**src/hdl/sem_pkg.sv**
```systemverilog
package sem_pkg;

  localparam int CFG_W_BITS = 12;
  localparam int CFG_H_BITS = 16;
  localparam int CX_BITS    = 11;
  localparam int CY_BITS    = 16;
  localparam int SQ_W       = 22;
  localparam int SQ_STEPS   = 11;

  localparam logic [CFG_W_BITS-1:0] WIDTH_RESET  = 12'd640;
  localparam logic [CFG_H_BITS-1:0] HEIGHT_RESET = 16'd480;
  localparam logic [CFG_W_BITS-1:0] WIDTH_MIN    = 12'd3;
  localparam logic [CFG_H_BITS-1:0] HEIGHT_MIN   = 16'd3;
  localparam logic [SQ_W-1:0]       SQ_TOP_PROBE = 22'h100000;
  localparam logic [SQ_W-1:0]       PIX_MAX      = 22'd255;

  typedef enum logic [0:0] {
    REG_IMAGE_WIDTH  = 1'b0,
    REG_IMAGE_HEIGHT = 1'b1
  } cfg_reg_t;

  typedef struct packed {
    logic [7:0] pixel;
    logic       frame_start;
  } in_req_t;

  typedef struct packed {
    logic [7:0]         edge_value;
    logic [CX_BITS-1:0] center_x;
    logic [CY_BITS-1:0] center_y;
    logic               last;
  } out_req_t;

  typedef struct packed {
    cfg_reg_t    index;
    logic [15:0] wdata;
  } cfg_req_t;

  typedef logic signed [10:0] grad_t;

  // one step of the digit-by-digit root, plus the item's position
  typedef struct packed {
    logic               v;
    logic [SQ_W-1:0]    n;
    logic [SQ_W-1:0]    r;
    logic [SQ_W-1:0]    probe;
    logic [CX_BITS-1:0] cx;
    logic [CY_BITS-1:0] cy;
    logic               last;
  } root_t;

endpackage

```
**src/hdl/sem_root_cell.sv**
```systemverilog
module sem_root_cell (
  input  logic           clk,
  input  logic           rst_n,
  input  logic           en,
  input  sem_pkg::root_t cell_in,
  output sem_pkg::root_t cell_out
);
  import sem_pkg::*;

  logic [SQ_W-1:0] trial;
  root_t           cell_r;

  assign trial = cell_in.r + cell_in.probe;

  always_ff @(posedge clk) begin
    if (!rst_n) begin
      cell_r.v <= 1'b0;
    end else if (en) begin
      cell_r.v <= cell_in.v;
      if (cell_in.n >= trial) begin
        cell_r.n <= cell_in.n - trial;
        cell_r.r <= (cell_in.r >> 1) + cell_in.probe;
      end else begin
        cell_r.n <= cell_in.n;
        cell_r.r <= cell_in.r >> 1;
      end
      cell_r.probe <= cell_in.probe >> 2;
      cell_r.cx    <= cell_in.cx;
      cell_r.cy    <= cell_in.cy;
      cell_r.last  <= cell_in.last;
    end
  end

  assign cell_out = cell_r;

endmodule
```
**config.mk**
```make
export PLATFORM = sky130hd
export DESIGN_NAME = sem_root_cell
export DESIGN_NICKNAME = d
export VERILOG_FILES = /design/src/hdl/sem_pkg.sv /design/src/hdl/sem_root_cell.sv
export SDC_FILE = /design/constraint.sdc
export NUM_CORES = 1
export LEC_CHECK = 0
export BUFFER_PORTS_ARGS = -buffer_cell sky130_fd_sc_hd__buf_2
export CELL_PAD_IN_SITES_DETAIL_PLACEMENT = 1
export CELL_PAD_IN_SITES_GLOBAL_PLACEMENT = 2
export CORE_UTILIZATION = 35
export DETAILED_ROUTE_END_ITERATION = 7
export GPL_TIMING_DRIVEN = 1
export HOLD_SLACK_MARGIN = 0.05
export PLACE_DENSITY = 0.87
export SETUP_SLACK_MARGIN = 0.1
export SLEW_MARGIN = 10
export SYNTH_ARGS = -nofsm -noshare
export SYNTH_HDL_FRONTEND = slang
export SYNTH_SLANG_ARGS = --single-unit
export TNS_END_PERCENT = 10
```
**constraint.sdc**
```tcl
create_clock -name clk -period 14.4 [get_ports clk]
set_input_delay 2.88 -clock clk [delete_from_list [all_inputs] [get_ports clk]]
set_output_delay 2.88 -clock clk [all_outputs]
set_load 0.05 [all_outputs]
```
### Word level (Yosys, flattened, before mapping)

Cells that the tools add are included.

* reduce and logical (&&, ||, !) cells: 1
* shift-type cells: 0
* $mul: 0
* $lt $le $gt $ge: 1
* eq/ne operators: 0
* bitwise gates (word level): 0
* divide/modulo/power cells: 0
* multiplexer cells: 1
* $add $sub $neg: 3

Operators by type and width (number)
* 2-to-1 mux 44 bit: 1
* adder 21 x 22 -> 22 bit: 1
* adder 22 bit: 1
* >= comparator 22 bit: 1
* subtractor 22 bit: 1
* AND reduction 2 bit: 1

* bits in writable memories: 0
* input bits: 98
* ROM bits: 0
* bits in registers: 93
* memories: 0
* latch bits: 0

### Longest topological paths before layout

Gate-level depths: netlist of the first run.

* word-level depth: 3
* depth in mapped cells: 21
* depth with buffers taken out: 18

### Least setup slack after synthesis of the first run

No wires, ideal clock.

* path type: input to register
* start point: input cell_in[31] in the netlist's numbering
* end point: register cell_r (netlist bit cell_out[56]), data pin
* data arrival time: 6.461 ns
* cell stages on the path: 17
* path slack: 7.679 ns
* data required time: 14.140 ns
* cell sequence: ha_1 > a21o_1 > a21oi_1 > a21oi_1 > o21ai_0 > a21oi_1 > a21boi_0 > xor2_1 > ha_1 > buf_4 > a21o_1 > a31oi_2 > o22ai_1 > or3b_1 > or2_4 > buf_6 > mux2_4

* word-level cells in the longest chain between the ends: 3
* elaborated cells on any way between the ends: 4
* those cells by class: add/sub (2); order compare (1); mux (1)

RTL lines
* start, declared: RTL line sem_root_cell.sv:5 `input sem_pkg::root_t cell_in,`
* adder 22 bit: RTL line sem_root_cell.sv:13 `assign trial = cell_in.r + cell_in.probe;`
* >= comparator 22 bit: RTL line sem_root_cell.sv:20 `if (cell_in.n >= trial) begin`
* 2-to-1 mux 44 bit *: RTL line sem_root_cell.sv:20
* end, declared: RTL line sem_root_cell.sv:11 `root_t cell_r;`

Every way passes the cells marked *; elsewhere a longest branch is shown, timed or not.
A chain may end at the register's enable or synchronous reset.

### Final worst setup path of the first run

Same ends and word-level chain as after synthesis.

==> results of run 1 <==
per-stage QoR:
stage          hold slack (ns)  instance area (um2)
6_report                 0.552                 8040
5_1_grt                  0.574                 8040
4_1_cts                  0.556                 8040
3_5_place_dp             0.539                 7740
3_3_place_gp             0.493                 7740
2_1_floorplan            0.743                 6630
routing by layer:
layer	wire length [um]	vias to the layer above
met3	965	9
met4	121	0
met1	9030	2720
li1	-	2847
met2	9460	162
met5	0	-
critical path: stages:
cell	delay (ns)
sky130_fd_sc_hd__buf_2	0.12
sky130_fd_sc_hd__ha_1	0.36
sky130_fd_sc_hd__a21o_1	0.18
sky130_fd_sc_hd__a21oi_1	0.30
sky130_fd_sc_hd__a21oi_1	0.14
sky130_fd_sc_hd__o21ai_0	0.38
sky130_fd_sc_hd__a21oi_1	0.26
sky130_fd_sc_hd__a21boi_0	0.26
sky130_fd_sc_hd__xor2_1	0.10
sky130_fd_sc_hd__ha_1	0.47
sky130_fd_sc_hd__nand4_1	0.22
sky130_fd_sc_hd__or2_2	0.34
sky130_fd_sc_hd__nor3_1	0.25
sky130_fd_sc_hd__o21a_1	0.21
sky130_fd_sc_hd__or2_4	0.54
sky130_fd_sc_hd__mux2_4	0.35
path summary, 6_finish.rpt:
| check | from | endpoint | cells past startpoint |
|---|---|---|---|
| min | cell_out[94]$_SDFFE_PN0P_ | cell_out[94]$_SDFFE_PN0P_ | 2 |
| max reg2reg | cell_out[94]$_SDFFE_PN0P_ | cell_out[94]$_SDFFE_PN0P_ | 2 |
| max | cell_in[31] | cell_out[56]$_DFFE_PP_ | 16 |
| min reg2reg | cell_out[94]$_SDFFE_PN0P_ | cell_out[94]$_SDFFE_PN0P_ | 2 |
kinds of logic (layout without fill, tap and decap cells):
| family | Yosys count | count (layout) | synth area share, % |
|---|---|---|---|
| xor gates and xnor gates | 48 | 48 | 6.35 |
| AOI/OAI and AO/OA | 203 | 203 | 19.7 |
| DFF | 93 | 93 | 42.0 |
| other | 1 | 2 | 0.0566 |
| muxes | 8 | 8 | 1.28 |
| buffers and inverters | 42 | 229 | 3.23 |
| and+or+nand+nor | 203 | 203 | 14.3 |
| adders and majority gates | 67 | 67 | 13.0 |
placed cells by master (no fill, tap or decap), types with 7 or more instances in the layout:
cell type / Yosys / layout
sky130_fd_sc_hd__nand4_1: 11 / 11
sky130_fd_sc_hd__o21a_1: 9 / 9
sky130_fd_sc_hd__a21o_1: 28 / 28
sky130_fd_sc_hd__nand2_1: 70 / 70
sky130_fd_sc_hd__edfxtp_1: 92 / 92
sky130_fd_sc_hd__o21ai_0: 37 / 37
sky130_fd_sc_hd__o21bai_1: 7 / 7
sky130_fd_sc_hd__nor2b_1: 7 / 7
sky130_fd_sc_hd__inv_1: 21 / 21
sky130_fd_sc_hd__nor3_1: 13 / 13
sky130_fd_sc_hd__xnor2_1: 25 / 25
sky130_fd_sc_hd__nand2b_1: 7 / 7
sky130_fd_sc_hd__a21oi_1: 70 / 70
sky130_fd_sc_hd__buf_2: 6 / 190
sky130_fd_sc_hd__mux2i_1: 7 / 7
sky130_fd_sc_hd__nand3_1: 15 / 15
sky130_fd_sc_hd__a31oi_1: 8 / 8
sky130_fd_sc_hd__xor2_1: 23 / 23
sky130_fd_sc_hd__nor2_1: 53 / 53
sky130_fd_sc_hd__clkbuf_16: 0 / 9
sky130_fd_sc_hd__ha_1: 64 / 64
final cells by class:
type | count | area share (%)
repair buffers | 192 | 12.0
multi-input cells | 531 | 45.2
flip-flops and latches | 93 | 34.6
clock buffers | 9 | 2.80
inverters | 21 | 0.980
clock inverters | 7 | 0.871
well taps | 229 | 3.56
where the power goes:
group | internal (mW) | total [mW] | switching (mW)
Sequential | 0.341 | 0.348 | 0.00700
Clock | 0.122 | 0.239 | 0.117
Combinational | 0.154 | 0.470 | 0.316
Total | 0.617 | 1.06 | 0.441
==> results.rst, run 1 <==
.. list-table::
   :header-rows: 1

   * - Metric
     - Value
   * - Setup repair after global routing missed its margin
     - no
   * - Sequential cell area fraction in the yosys report
     - 42.0%
   * - Final worst slack
     - 7.08 ns
   * - Number of top-level design ports
     - 193
   * - Max reg flops
     - 93
   * - Layout cell share with drive strength beyond 1
     - 26.7%
   * - Layout overhead on the synthesized area
     - 21.4%
   * - Worst EP required
     - 14.50 ns
   * - Number of H-tree levels
     - 3
   * - Clock edge transition at the registers on the reported setup and hold paths
     - 0.08 ns
   * - Std-Cell Rows
     - 49
   * - Resized cells post-CTS
     - 0
   * - Detailed Route Iter0 Violations
     - 225
   * - Post-cts hold buffer count
     - 0
   * - Synthesized area divided by synthesized cell count
     - 9.96 um2
   * - Max-slew violation count
     - 0
   * - Multi-input logic area
     - 3630 um2
   * - Antenna violations before repair
     - 0
   * - Num Clock Sinks
     - 93
   * - Met2 Resource Use GR
     - 35.5%
   * - Number of violations of the max-capacitance limit
     - 0
   * - Sum of internal, switching and leakage power
     - 1.06 mW
   * - Routed via count
     - 5738
   * - Die extent in y
     - 140 um
   * - Clock buffers created by TritonCTS
     - 9
   * - Critical-path maximum fanout
     - 57
   * - Average vias per placed instance
     - 5.30
   * - Unique cell type count in the Yosys netlist
     - 64
   * - First-pass GRT wire length
     - 30800 um
   * - Overall die area
     - 19500 um2
   * - Final count of hold timing violations
     - 0
   * - Remaining antenna violation count after routing
     - 0
   * - TritonCTS clock tree
     - built
   * - Worst-Margin Slew
     - 0.812 ns
   * - Insertion delay of the later-clocked pin in the worst-skew pair
     - 0.35 ns
   * - Portion of the clock cycle consumed by the worst path in the final layout
     - 50.8%
   * - Count of flip-flops with a built-in enable after synthesis
     - 92
   * - Number of port buffers
     - 190
   * - Setup CP Type
     - input pin to flip-flop
   * - Gate count after technology mapping
     - 665
   * - Storage cell area
     - 2780 um2
   * - Dominant cell type by area after synthesis
     - sky130_fd_sc_hd__edfxtp_1
   * - Dpl ws
     - 6.66 ns
   * - Maximum ir drop on the vdd rail
     - 0.0581 mV
   * - Post-DR wirelength/cell
     - 18.1 um
   * - Maximum number of pins on one net before global-route repair
     - 66
   * - Met1 Resource Use GR
     - 26.0%
   * - Area share of the largest cell type after synthesis
     - 41.7%
   * - DIE WIDTH
     - 140 um
   * - Number of search-and-repair iterations in the first detailed-routing pass
     - 4
   * - Routed wire length
     - 19600 um
   * - CP Capture Type
     - flip-flop
   * - Library cell used as clock root buffer
     - sky130_fd_sc_hd__clkbuf_16
   * - Number of nets in the finished design
     - 1013
   * - Max clock buf depth
     - 2
   * - Starting utilization of the core area
     - 36.2%
   * - Maximum achievable frequency
     - 137 MHz
   * - Top flip-flop cell by instance count after synthesis
     - sky130_fd_sc_hd__edfxtp_1
   * - Via count of the first global-routing pass
     - 5805
   * - Max-Slew Margin vs Limit
     - 45.9%
   * - Share of the core filled with cells
     - 44.0%
   * - Most common cell in the synthesized netlist
     - sky130_fd_sc_hd__edfxtp_1
   * - Most heavily used metal layer in global routing
     - met2
   * - Final critical-path required period
     - 7.32 ns
   * - Inserted Diodes
     - 0
   * - Power per unit of standard cell area
     - 131 nW/um2
   * - Arrival time worst endpoint
     - 7.42 ns
   * - Worst Hold Class
     - flip-flop to flip-flop
   * - Ys Warns
     - 0
   * - Overall Global Routing Usage
     - 20.1%
   * - Startpoint Class
     - input pin
   * - Post-synthesis sequential element count
     - 93
   * - Number of standard cells in the layout, taps in and fillers out
     - 1082
   * - Total setup violations reported at the end of the flow
     - 0
   * - Post-CTS Setup Bufs
     - 0
   * - Worst clock skew
     - 0 ns
   * - Gr ovfl total
     - 0
   * - Proportion of synthesized flip-flops having asynchronous set or reset
     - 0%
   * - Area of the mapped netlist
     - 6620 um2
   * - Final routed DRC violation total
     - 0
   * - RePlAce Congestion
     - 0.851
   * - Floorplan Core Area
     - 18300 um2
   * - Most common library cells after synthesis
     - 92 x sky130_fd_sc_hd__edfxtp_1, 70 x sky130_fd_sc_hd__a21oi_1, 70 x sky130_fd_sc_hd__nand2_1, 64 x sky130_fd_sc_hd__ha_1, 53 x sky130_fd_sc_hd__nor2_1
   * - Run status
     - finished clean
   * - Main area contributors after synthesis
     - sky130_fd_sc_hd__edfxtp_1 42%, sky130_fd_sc_hd__ha_1 12%, sky130_fd_sc_hd__a21oi_1 5.3%
   * - Met3 track demand over resource in global routing
     - 3.54%
   * - Leak Pwr
     - 3.51 nW
   * - HPWL after detailed placement
     - 15700 um
   * - Final-layout setup total negative slack
     - 0 ns
   * - Worst reg2reg setup slack
     - 13.79 ns
   * - Filler instances
     - 2124
   * - Number of cells in the design after placement
     - 1066
(Power assumes the default switching activity.)
==> run 2: changes to the inputs <==
ABC_AREA = 1   (was not set)
CORE_UTILIZATION = 30   (was 35)
PLACE_DENSITY = 0.81   (was 0.87)
clock period = 7.55 ns   (was 14.4 ns; I/O delays follow)
==> results.rst, run 2 <==
.. list-table::
   :header-rows: 1

   * - Metric
     - Value
   * - Run status
     - finished clean (unchanged)
   * - Starting utilization of the core area
     - 30.5% (was 36.2%)
   * - Main area contributors after synthesis
     - sky130_fd_sc_hd__edfxtp_1 36%, sky130_fd_sc_hd__nand2_1 21%, sky130_fd_sc_hd__ha_1 10% (was sky130_fd_sc_hd__edfxtp_1 42%, sky130_fd_sc_hd__ha_1 12%, sky130_fd_sc_hd__a21oi_1 5.3%)
   * - Routed wire length
     - 25500 um (was 19600 um)
   * - Setup repair after global routing missed its margin
     - no (unchanged)
   * - Max-slew violation count
     - 0 (unchanged)
   * - Most common cell in the synthesized netlist
     - sky130_fd_sc_hd__nand2_1 (was sky130_fd_sc_hd__edfxtp_1)
   * - Total setup violations reported at the end of the flow
     - 0 (unchanged)
   * - Number of port buffers
     - 190 (unchanged)
   * - Routed met1 length
     - 13000 um (was 9030 um)
   * - Library cell appearing most often on the critical path
     - sky130_fd_sc_hd__nand2_1 (was sky130_fd_sc_hd__a21oi_1)
   * - Area share of the largest cell type after synthesis
     - 35.9% (was 41.7%)
   * - Startpoint Class
     - input pin (unchanged)
   * - Critical-path cell with the highest stage delay
     - sky130_fd_sc_hd__nand2_4 (was sky130_fd_sc_hd__or2_4)
   * - Setup CP Type
     - input pin to flip-flop (unchanged)
   * - DR WL met3
     - 1270 um (was 965 um)
   * - Detailed Route Iter0 Violations
     - 387 (was 225)
   * - Clock edge transition at the registers on the reported setup and hold paths
     - 0.07 ns (was 0.08 ns)
   * - Num Clock Sinks
     - 93 (unchanged)
   * - Max reg flops
     - 93 (unchanged)
   * - Detailed-routed wire length on met2
     - 11000 um (was 9460 um)
   * - Most common library cell in the layout ignoring fill and taps
     - sky130_fd_sc_hd__nand2_1 (was sky130_fd_sc_hd__buf_2)
   * - Top flip-flop cell by instance count after synthesis
     - sky130_fd_sc_hd__edfxtp_1 (unchanged)
   * - Number of stages on the worst hold path
     - 2 (unchanged)
   * - TritonCTS clock tree
     - built (unchanged)
   * - Floorplan Core Area
     - 25200 um2 (was 18300 um2)
   * - Worst reg2reg path depth
     - 2 (unchanged)
   * - Area of the mapped netlist
     - 7690 um2 (was 6620 um2)
   * - Most common library cells after synthesis
     - 429 x sky130_fd_sc_hd__nand2_1, 151 x sky130_fd_sc_hd__inv_1, 92 x sky130_fd_sc_hd__edfxtp_1, 71 x sky130_fd_sc_hd__nor2_1, 64 x sky130_fd_sc_hd__ha_1 (was 92 x sky130_fd_sc_hd__edfxtp_1, 70 x sky130_fd_sc_hd__a21oi_1, 70 x sky130_fd_sc_hd__nand2_1, 64 x sky130_fd_sc_hd__ha_1, 53 x sky130_fd_sc_hd__nor2_1)
   * - Arrival time worst endpoint
     - 5.75 ns (was 7.42 ns)
   * - Final-layout setup total negative slack
     - 0 ns (unchanged)
   * - Clock buffers created by TritonCTS
     - 9 (unchanged)
   * - Max-Slew Margin vs Limit
     - 47.7% (was 45.9%)
   * - Std-Cell Rows
     - 58 (was 49)
   * - Dominant cell type by area after synthesis
     - sky130_fd_sc_hd__edfxtp_1 (unchanged)
   * - Worst reg2reg setup slack
     - 6.89 ns (was 13.79 ns)
   * - Synthesized area divided by synthesized cell count
     - 7.21 um2 (was 9.96 um2)
   * - Critical-path cell list
     - buf_2, ha_1, inv_1, fa_1, inv_1, nand3_1, nand2_1, nand3_1, nand2b_1, nand3_1, nand3b_1, nand2_1, ha_1, nand2_1, nor2_1, inv_1, nor3_1, nand2_2, nand2_4, inv_2, nand2_1, nand2_1 (was buf_2, ha_1, a21o_1, a21oi_1, a21oi_1, o21ai_0, a21oi_1, a21boi_0, xor2_1, ha_1, nand4_1, or2_2, nor3_1, o21a_1, or2_4, mux2_4)
   * - Hold Crit Endpoint
     - cell_out[94]$_SDFFE_PN0P_ (unchanged)
   * - HPWL after detailed placement
     - 20900 um (was 15700 um)
   * - Terminus of the critical flop-to-flop path
     - cell_out[94]$_SDFFE_PN0P_ (unchanged)
   * - Post-CTS Setup Bufs
     - 0 (unchanged)
   * - Final routed DRC violation total
     - 0 (unchanged)
   * - Worst clock skew
     - 0 ns (unchanged)
   * - Overall Global Routing Usage
     - 20.2% (was 20.1%)
   * - Library cell used as clock root buffer
     - sky130_fd_sc_hd__clkbuf_16 (unchanged)
   * - Gate count after technology mapping
     - 1066 (was 665)
   * - Highest Signal Layer
     - met4 (unchanged)
   * - Number of top-level design ports
     - 193 (unchanged)
   * - Resized cells post-CTS
     - 0 (unchanged)
   * - CP max stage delay
     - 0.53 ns (was 0.54 ns)
   * - Average vias per placed instance
     - 4.67 (was 5.30)
   * - Number of nets in the finished design
     - 1423 (was 1013)
   * - Portion of the clock cycle consumed by the worst path in the final layout
     - 74.8%
   * - DIE WIDTH
     - 162 um (was 140 um)
   * - Ys Warns
     - 0 (unchanged)
   * - Leak Pwr
     - 4.80 nW (was 3.51 nW)
   * - Origin of the worst min-delay path
     - cell_out[94]$_SDFFE_PN0P_ (unchanged)
   * - Number of search-and-repair iterations in the first detailed-routing pass
     - 5 (was 4)
   * - Max clock buf depth
     - 2 (unchanged)
   * - Final count of hold timing violations
     - 0 (unchanged)
   * - Number of violations of the max-capacitance limit
     - 0 (unchanged)
   * - Power per unit of standard cell area
     - 225 nW/um2 (was 131 nW/um2)
   * - Remaining antenna violation count after routing
     - 0 (unchanged)
   * - Most frequent cells in the layout
     - 429 x sky130_fd_sc_hd__nand2_1, 190 x sky130_fd_sc_hd__buf_2, 150 x sky130_fd_sc_hd__inv_1 (was 190 x sky130_fd_sc_hd__buf_2, 92 x sky130_fd_sc_hd__edfxtp_1, 70 x sky130_fd_sc_hd__a21oi_1, 70 x sky130_fd_sc_hd__nand2_1, 64 x sky130_fd_sc_hd__ha_1)
   * - Worst-Margin Slew
     - 0.784 ns (was 0.812 ns)
   * - Via count of the first global-routing pass
     - 7594 (was 5805)
   * - Share of the core filled with cells
     - 36.7% (was 44.0%)
   * - Routed via count
     - 7445 (was 5738)
   * - RePlAce Congestion
     - 0.843 (was 0.851)
   * - Post-DR wirelength/cell
     - 16.0 um (was 18.1 um)
   * - CP Capture Type
     - flip-flop (unchanged)
   * - Antenna violations before repair
     - 0 (unchanged)
   * - Post-cts hold buffer count
     - 0 (unchanged)
   * - Worst EP required
     - 7.65 ns (was 14.50 ns)
   * - Proportion of synthesized flip-flops having asynchronous set or reset
     - 0% (unchanged)
   * - First-pass GRT wire length
     - 41100 um (was 30800 um)
   * - Number of H-tree levels
     - 3 (unchanged)
   * - Gr ovfl total
     - 0 (unchanged)
   * - Post-synthesis sequential element count
     - 93 (unchanged)
   * - Maximum ir drop on the vdd rail
     - 0.0878 mV (was 0.0581 mV)
   * - Layout cell share with drive strength beyond 1
     - 18.7% (was 26.7%)
   * - Die extent in y
     - 162 um (was 140 um)
   * - Maximum achievable frequency
     - 177 MHz
   * - Unique cell type count in the Yosys netlist
     - 38 (was 64)
   * - Critical-path maximum fanout
     - 48 (was 57)
   * - Count of flip-flops with a built-in enable after synthesis
     - 92 (unchanged)
   * - Overall die area
     - 26300 um2 (was 19500 um2)
   * - Final critical-path required period
     - 5.65 ns
   * - Sequential cell area fraction in the yosys report
     - 36.2% (was 42.0%)
   * - Inserted Diodes
     - 0 (unchanged)
   * - Insertion delay of the later-clocked pin in the worst-skew pair
     - 0.35 ns (about the same)
   * - Layout overhead on the synthesized area
     - 20.3% (was 21.4%)
   * - Maximum number of pins on one net before global-route repair
     - 50 (was 66)
   * - Worst Hold Class
     - flip-flop to flip-flop (unchanged)
   * - Worst reg2reg path startpoint
     - cell_out[94]$_SDFFE_PN0P_ (unchanged)
## run 2: cell count changes after synthesis, sizes merged, moves of 9 or more
cell	change
a21o	-28
a21oi	-20
a31oi	-9
inv	+134
nand2	+367
nand3	+58
nand3b	+12
nor2	+20
o21ai	-26
xnor2	-18
## run 2: report_power, final
part | leakage [nW] | total (mW) | switching (mW) | internal, mW
clock | 0.140 | 0.476 | 0.243 | 0.233
sequential | 0.865 | 0.655 | 0.0121 | 0.643
combinational | 3.80 | 0.951 | 0.683 | 0.268
total | 4.80 | 2.08 | 0.938 | 1.14
## run 2: cell families after synthesis
| kind of cell | count (synthesis) | share of synthesized area [%] |
|---|---|---|
| buffers and inverters | 166 | 8.98 |
| AO/OA/AOI/OAI | 75 | 5.29 |
| other | 1 | 0.0488 |
| XOR/XNOR | 30 | 3.42 |
| AND/OR/NAND/NOR | 634 | 34.9 |
| flip-flops | 93 | 36.2 |
| adder cells (fa/ha/maj) | 67 | 11.2 |
## run 2: per-layer routing
layer  GRT usage (%)  up-vias
met5               0        -
li1                -     3815
met1            29.3     3429
met2            31.4      188
met4            4.46        0
met3            2.89       13
## run 2: area by class of cell
type	count	area [um2]
timing repair buffer	191	958
sequential	93	2780
fill	3206	15900
tap	330	413
clock buffer	9	225
multi-input combinational	808	4220
clock inverter	7	65.1
inverter	155	584
## run 2: through the flow
| stage | worst slack (ns) | instance area (um2) | hold slack (ns) | cells | power, mW |
|---|---|---|---|---|---|
| 2_1_floorplan | 3.25 | 7690 | 0.753 | 1067 | 1.39 |
| 6_report | 1.90 | 9250 | 0.577 | 1593 | 2.08 |
| 3_5_place_dp | 1.51 | 8960 | 0.573 | 1577 | 1.62 |
| 5_1_grt | 1.48 | 9250 | 0.609 | 1593 | 2.24 |
| 3_3_place_gp | 1.51 | 8960 | 0.522 | 1577 | 1.61 |
| 4_1_cts | 1.88 | 9250 | 0.590 | 1593 | 2.11 |
## run 2: worst max path at each step
stage | endpoint | startpoint | cells after the start
5_1_grt | cell_out[84]$_DFFE_PP_ | cell_in[28] | 22
2_1_floorplan | cell_out[65]$_DFFE_PP_ | cell_in[28] | 24
3_5_place_dp | cell_out[56]$_DFFE_PP_ | cell_in[28] | 22
6_report | cell_out[64]$_DFFE_PP_ | cell_in[28] | 22
4_1_cts | cell_out[64]$_DFFE_PP_ | cell_in[28] | 22
3_3_place_gp | cell_out[70]$_DFFE_PP_ | cell_in[28] | 22
## run 2: critical path: cells and delay by family
| kind | cells | cell delay, ns |
|---|---|---|
| simple gates | 14 | 2.27 |
| fa+ha+maj | 3 | 0.99 |
| buf+inv | 5 | 0.92 |
==> run 3: changes to the inputs <==
CORE_UTILIZATION = 27   (was 30)
PLACE_DENSITY = 0.77   (was 0.81)
clock period = 5 ns   (was 7.55 ns; I/O delays follow)
==> results.rst, run 3 (synthesis gave the netlist of run 2 again) <==
.. list-table::
   :header-rows: 1

   * - Metric
     - Value
   * - Die extent in y
     - 171 um (was 162 um)
   * - Share of the core filled with cells
     - 33.5% (was 36.7%)
   * - Run status
     - finished clean (unchanged)
   * - Via count of the first global-routing pass
     - 7395 (was 7594)
   * - Clock edge transition at the registers on the reported setup and hold paths
     - 0.06 ns (was 0.07 ns)
   * - Library cell appearing most often on the critical path
     - sky130_fd_sc_hd__nand2_1 (unchanged)
   * - Setup repair after global routing missed its margin
     - no (unchanged)
   * - Startpoint Class
     - input pin (unchanged)
   * - Layout cell share with drive strength beyond 1
     - 18.8% (was 18.7%)
   * - Maximum ir drop on the vdd rail
     - 0.131 mV (was 0.0878 mV)
   * - Final count of hold timing violations
     - 0 (unchanged)
   * - Number of port buffers
     - 190 (unchanged)
   * - HPWL after detailed placement
     - 21500 um (was 20900 um)
   * - Overall Global Routing Usage
     - 18.4% (was 20.2%)
   * - First-pass GRT wire length
     - 40500 um (was 41100 um)
   * - Portion of the clock cycle consumed by the worst path in the final layout
     - 89.3%
   * - Multi-input logic area
     - 4220 um2 (unchanged)
   * - Routed via count
     - 7418 (was 7445)
   * - DR WL met3
     - 1250 um (was 1270 um)
   * - Post-DR wirelength/cell
     - 15.8 um (was 16.0 um)
   * - Worst reg2reg setup slack
     - 4.39 ns (was 6.89 ns)
   * - Clock buffers created by TritonCTS
     - 9 (unchanged)
   * - Highest Signal Layer
     - met4 (unchanged)
   * - CP Capture Type
     - flip-flop (unchanged)
   * - CP max stage delay
     - 0.40 ns (was 0.53 ns)
   * - Num Clock Sinks
     - 93 (unchanged)
   * - Max reg flops
     - 93 (unchanged)
   * - Detailed-routed wire length on met2
     - 11100 um (was 11000 um)
   * - Most common library cell in the layout ignoring fill and taps
     - sky130_fd_sc_hd__nand2_1 (unchanged)
   * - Final routed DRC violation total
     - 0 (unchanged)
   * - Std-Cell Rows
     - 61 (was 58)
   * - Worst Hold Class
     - flip-flop to flip-flop (unchanged)
   * - Critical-path maximum fanout
     - 19 (was 48)
   * - Max-slew violation count
     - 0 (unchanged)
   * - Inserted Diodes
     - 0 (unchanged)
   * - Max clock buf depth
     - 2 (unchanged)
   * - Worst EP required
     - 5.11 ns (was 7.65 ns)
   * - Most frequent cells in the layout
     - 429 x sky130_fd_sc_hd__nand2_1, 190 x sky130_fd_sc_hd__buf_2, 150 x sky130_fd_sc_hd__inv_1 (unchanged)
   * - Total setup violations reported at the end of the flow
     - 0 (unchanged)
   * - Overall die area
     - 29200 um2 (was 26300 um2)
   * - Critical-path cell with the highest stage delay
     - sky130_fd_sc_hd__fa_1 (was sky130_fd_sc_hd__nand2_4)
   * - Worst reg2reg path startpoint
     - cell_out[94]$_SDFFE_PN0P_ (unchanged)
   * - Final critical-path required period
     - 4.46 ns
   * - Number of nets in the finished design
     - 1428 (was 1423)
   * - Number of standard cells in the layout, taps in and fillers out
     - 1646 (was 1593)
   * - Power per unit of standard cell area
     - 340 nW/um2 (was 225 nW/um2)
   * - Maximum achievable frequency
     - 224 MHz
   * - Post-cts hold buffer count
     - 0 (unchanged)
   * - Insertion delay of the later-clocked pin in the worst-skew pair
     - 0.35 ns (about the same)
   * - Floorplan Core Area
     - 27900 um2 (was 25200 um2)
   * - Origin of the worst min-delay path
     - cell_out[94]$_SDFFE_PN0P_ (unchanged)
   * - Gr ovfl total
     - 0 (unchanged)
   * - Arrival time worst endpoint
     - 4.57 ns (was 5.75 ns)
   * - Number of violations of the max-capacitance limit
     - 0 (unchanged)
   * - Number of cells in the design after placement
     - 1630 (was 1577)
   * - Setup CP Type
     - input pin to flip-flop (unchanged)
   * - Terminus of the critical flop-to-flop path
     - cell_out[94]$_SDFFE_PN0P_ (unchanged)
   * - Crit path launch
     - cell_in[28] (unchanged)
   * - Average vias per placed instance
     - 4.51 (was 4.67)
   * - Critical-path cell list
     - buf_2, ha_1, inv_1, fa_1, inv_1, nand3_1, nand2_1, nand3_1, nand2b_1, nand3_1, nand3b_1, nand2_1, ha_1, nand2_1, nor2_1, inv_1, nor3_1, nand2_2, nand2_4, inv_2, buf_4, nand2_1, nand2_1 (was buf_2, ha_1, inv_1, fa_1, inv_1, nand3_1, nand2_1, nand3_1, nand2b_1, nand3_1, nand3b_1, nand2_1, ha_1, nand2_1, nor2_1, inv_1, nor3_1, nand2_2, nand2_4, inv_2, nand2_1, nand2_1)
   * - WHS
     - 0.537 ns (was 0.577 ns)
   * - Filler instances
     - 3589 (was 3206)
   * - Worst clock skew
     - 0 ns (unchanged)
   * - Max-Slew Margin vs Limit
     - 32.6% (was 47.7%)
   * - Detailed Route Iter0 Violations
     - 339 (was 387)
   * - Leak Pwr
     - 4.83 nW (was 4.80 nW)
   * - Resized cells post-CTS
     - 0 (unchanged)
   * - DIE WIDTH
     - 171 um (was 162 um)
   * - Post-CTS Setup Bufs
     - 0 (unchanged)
   * - Storage cell area
     - 2780 um2 (unchanged)
   * - TritonCTS clock tree
     - built (unchanged)
   * - Number of top-level design ports
     - 193 (unchanged)
   * - Maximum number of pins on one net before global-route repair
     - 78 (was 50)
   * - Routed wire length
     - 26000 um (was 25500 um)
   * - Starting utilization of the core area
     - 27.5% (was 30.5%)
   * - Worst Setup EP
     - cell_out[67]$_DFFE_PP_ (was cell_out[64]$_DFFE_PP_)
   * - Antenna violations before repair
     - 0 (unchanged)
   * - Remaining antenna violation count after routing
     - 0 (unchanged)
   * - Number of search-and-repair iterations in the first detailed-routing pass
     - 4 (was 5)
   * - Library cell used as clock root buffer
     - sky130_fd_sc_hd__clkbuf_16 (unchanged)
   * - Worst reg2reg path depth
     - 2 (unchanged)
   * - Final-layout setup total negative slack
     - 0 ns (unchanged)
   * - Layout overhead on the synthesized area
     - 21.7% (was 20.3%)
   * - Number of H-tree levels
     - 3 (unchanged)
   * - Routed met1 length
     - 13400 um (was 13000 um)
   * - RePlAce Congestion
     - 0.854 (was 0.843)
   * - Worst-Margin Slew
     - 1.01 ns (was 0.784 ns)
==> run 3: cell types whose count changed in the layout (fill, tap and decap cells not counted), sizes merged <==
cell,before,now
buf,191,196
clkbuf,9,13
inv,159,156
bufinv,0,1
clkinv,2,1
clkinvlp,1,0
==> run 3: worst max-delay path, delay by kind of cell <==
kind	cells	cell delay, ns
buf+inv	6	0.70
fa+ha+maj	3	1.00
simple gates	14	1.84
==> run 3: per-stage QoR <==
step                      setup slack [ns]  cell area [um2]  power [mW]
after floorplan                       1.21             7690        2.09
after global placement               0.255             9060        2.45
after detailed placement             0.182             9060        2.47
after CTS                            0.540             9360        3.23
after global routing                 0.224             9360        3.41
final                                0.537             9360        3.18
==> run 3: worst min-delay path by stage <==
stage | endpoint | cells past startpoint
final | cell_out[94]$_SDFFE_PN0P_ | 2
after global routing | cell_out[94]$_SDFFE_PN0P_ | 2
after CTS | cell_out[94]$_SDFFE_PN0P_ | 2
after detailed placement | cell_out[94]$_SDFFE_PN0P_ | 2
after global placement | cell_out[94]$_SDFFE_PN0P_ | 2
after floorplan | cell_out[94]$_SDFFE_PN0P_ | 2
==> run 3: final cells by class <==
cell class | instances | share of cell area (%)
inverters | 155 | 6.24
clock inverters | 3 | 0.468
repair buffers | 196 | 10.6
flip-flops and latches | 93 | 29.7
clock buffers | 13 | 2.78
well taps | 378 | 5.05
multi-input cells | 808 | 45.1
==> run 3: per-layer routing <==
layer	vias up	track usage, %
li1	3829	-
met1	3404	26.6
met2	170	28.2
met3	15	2.85
met4	0	4.39
met5	-	0
==> run 3: where the power goes <==
part	switching [mW]	internal [mW]
registers	0.0193	0.972
logic	1.04	0.415
clock network	0.323	0.418
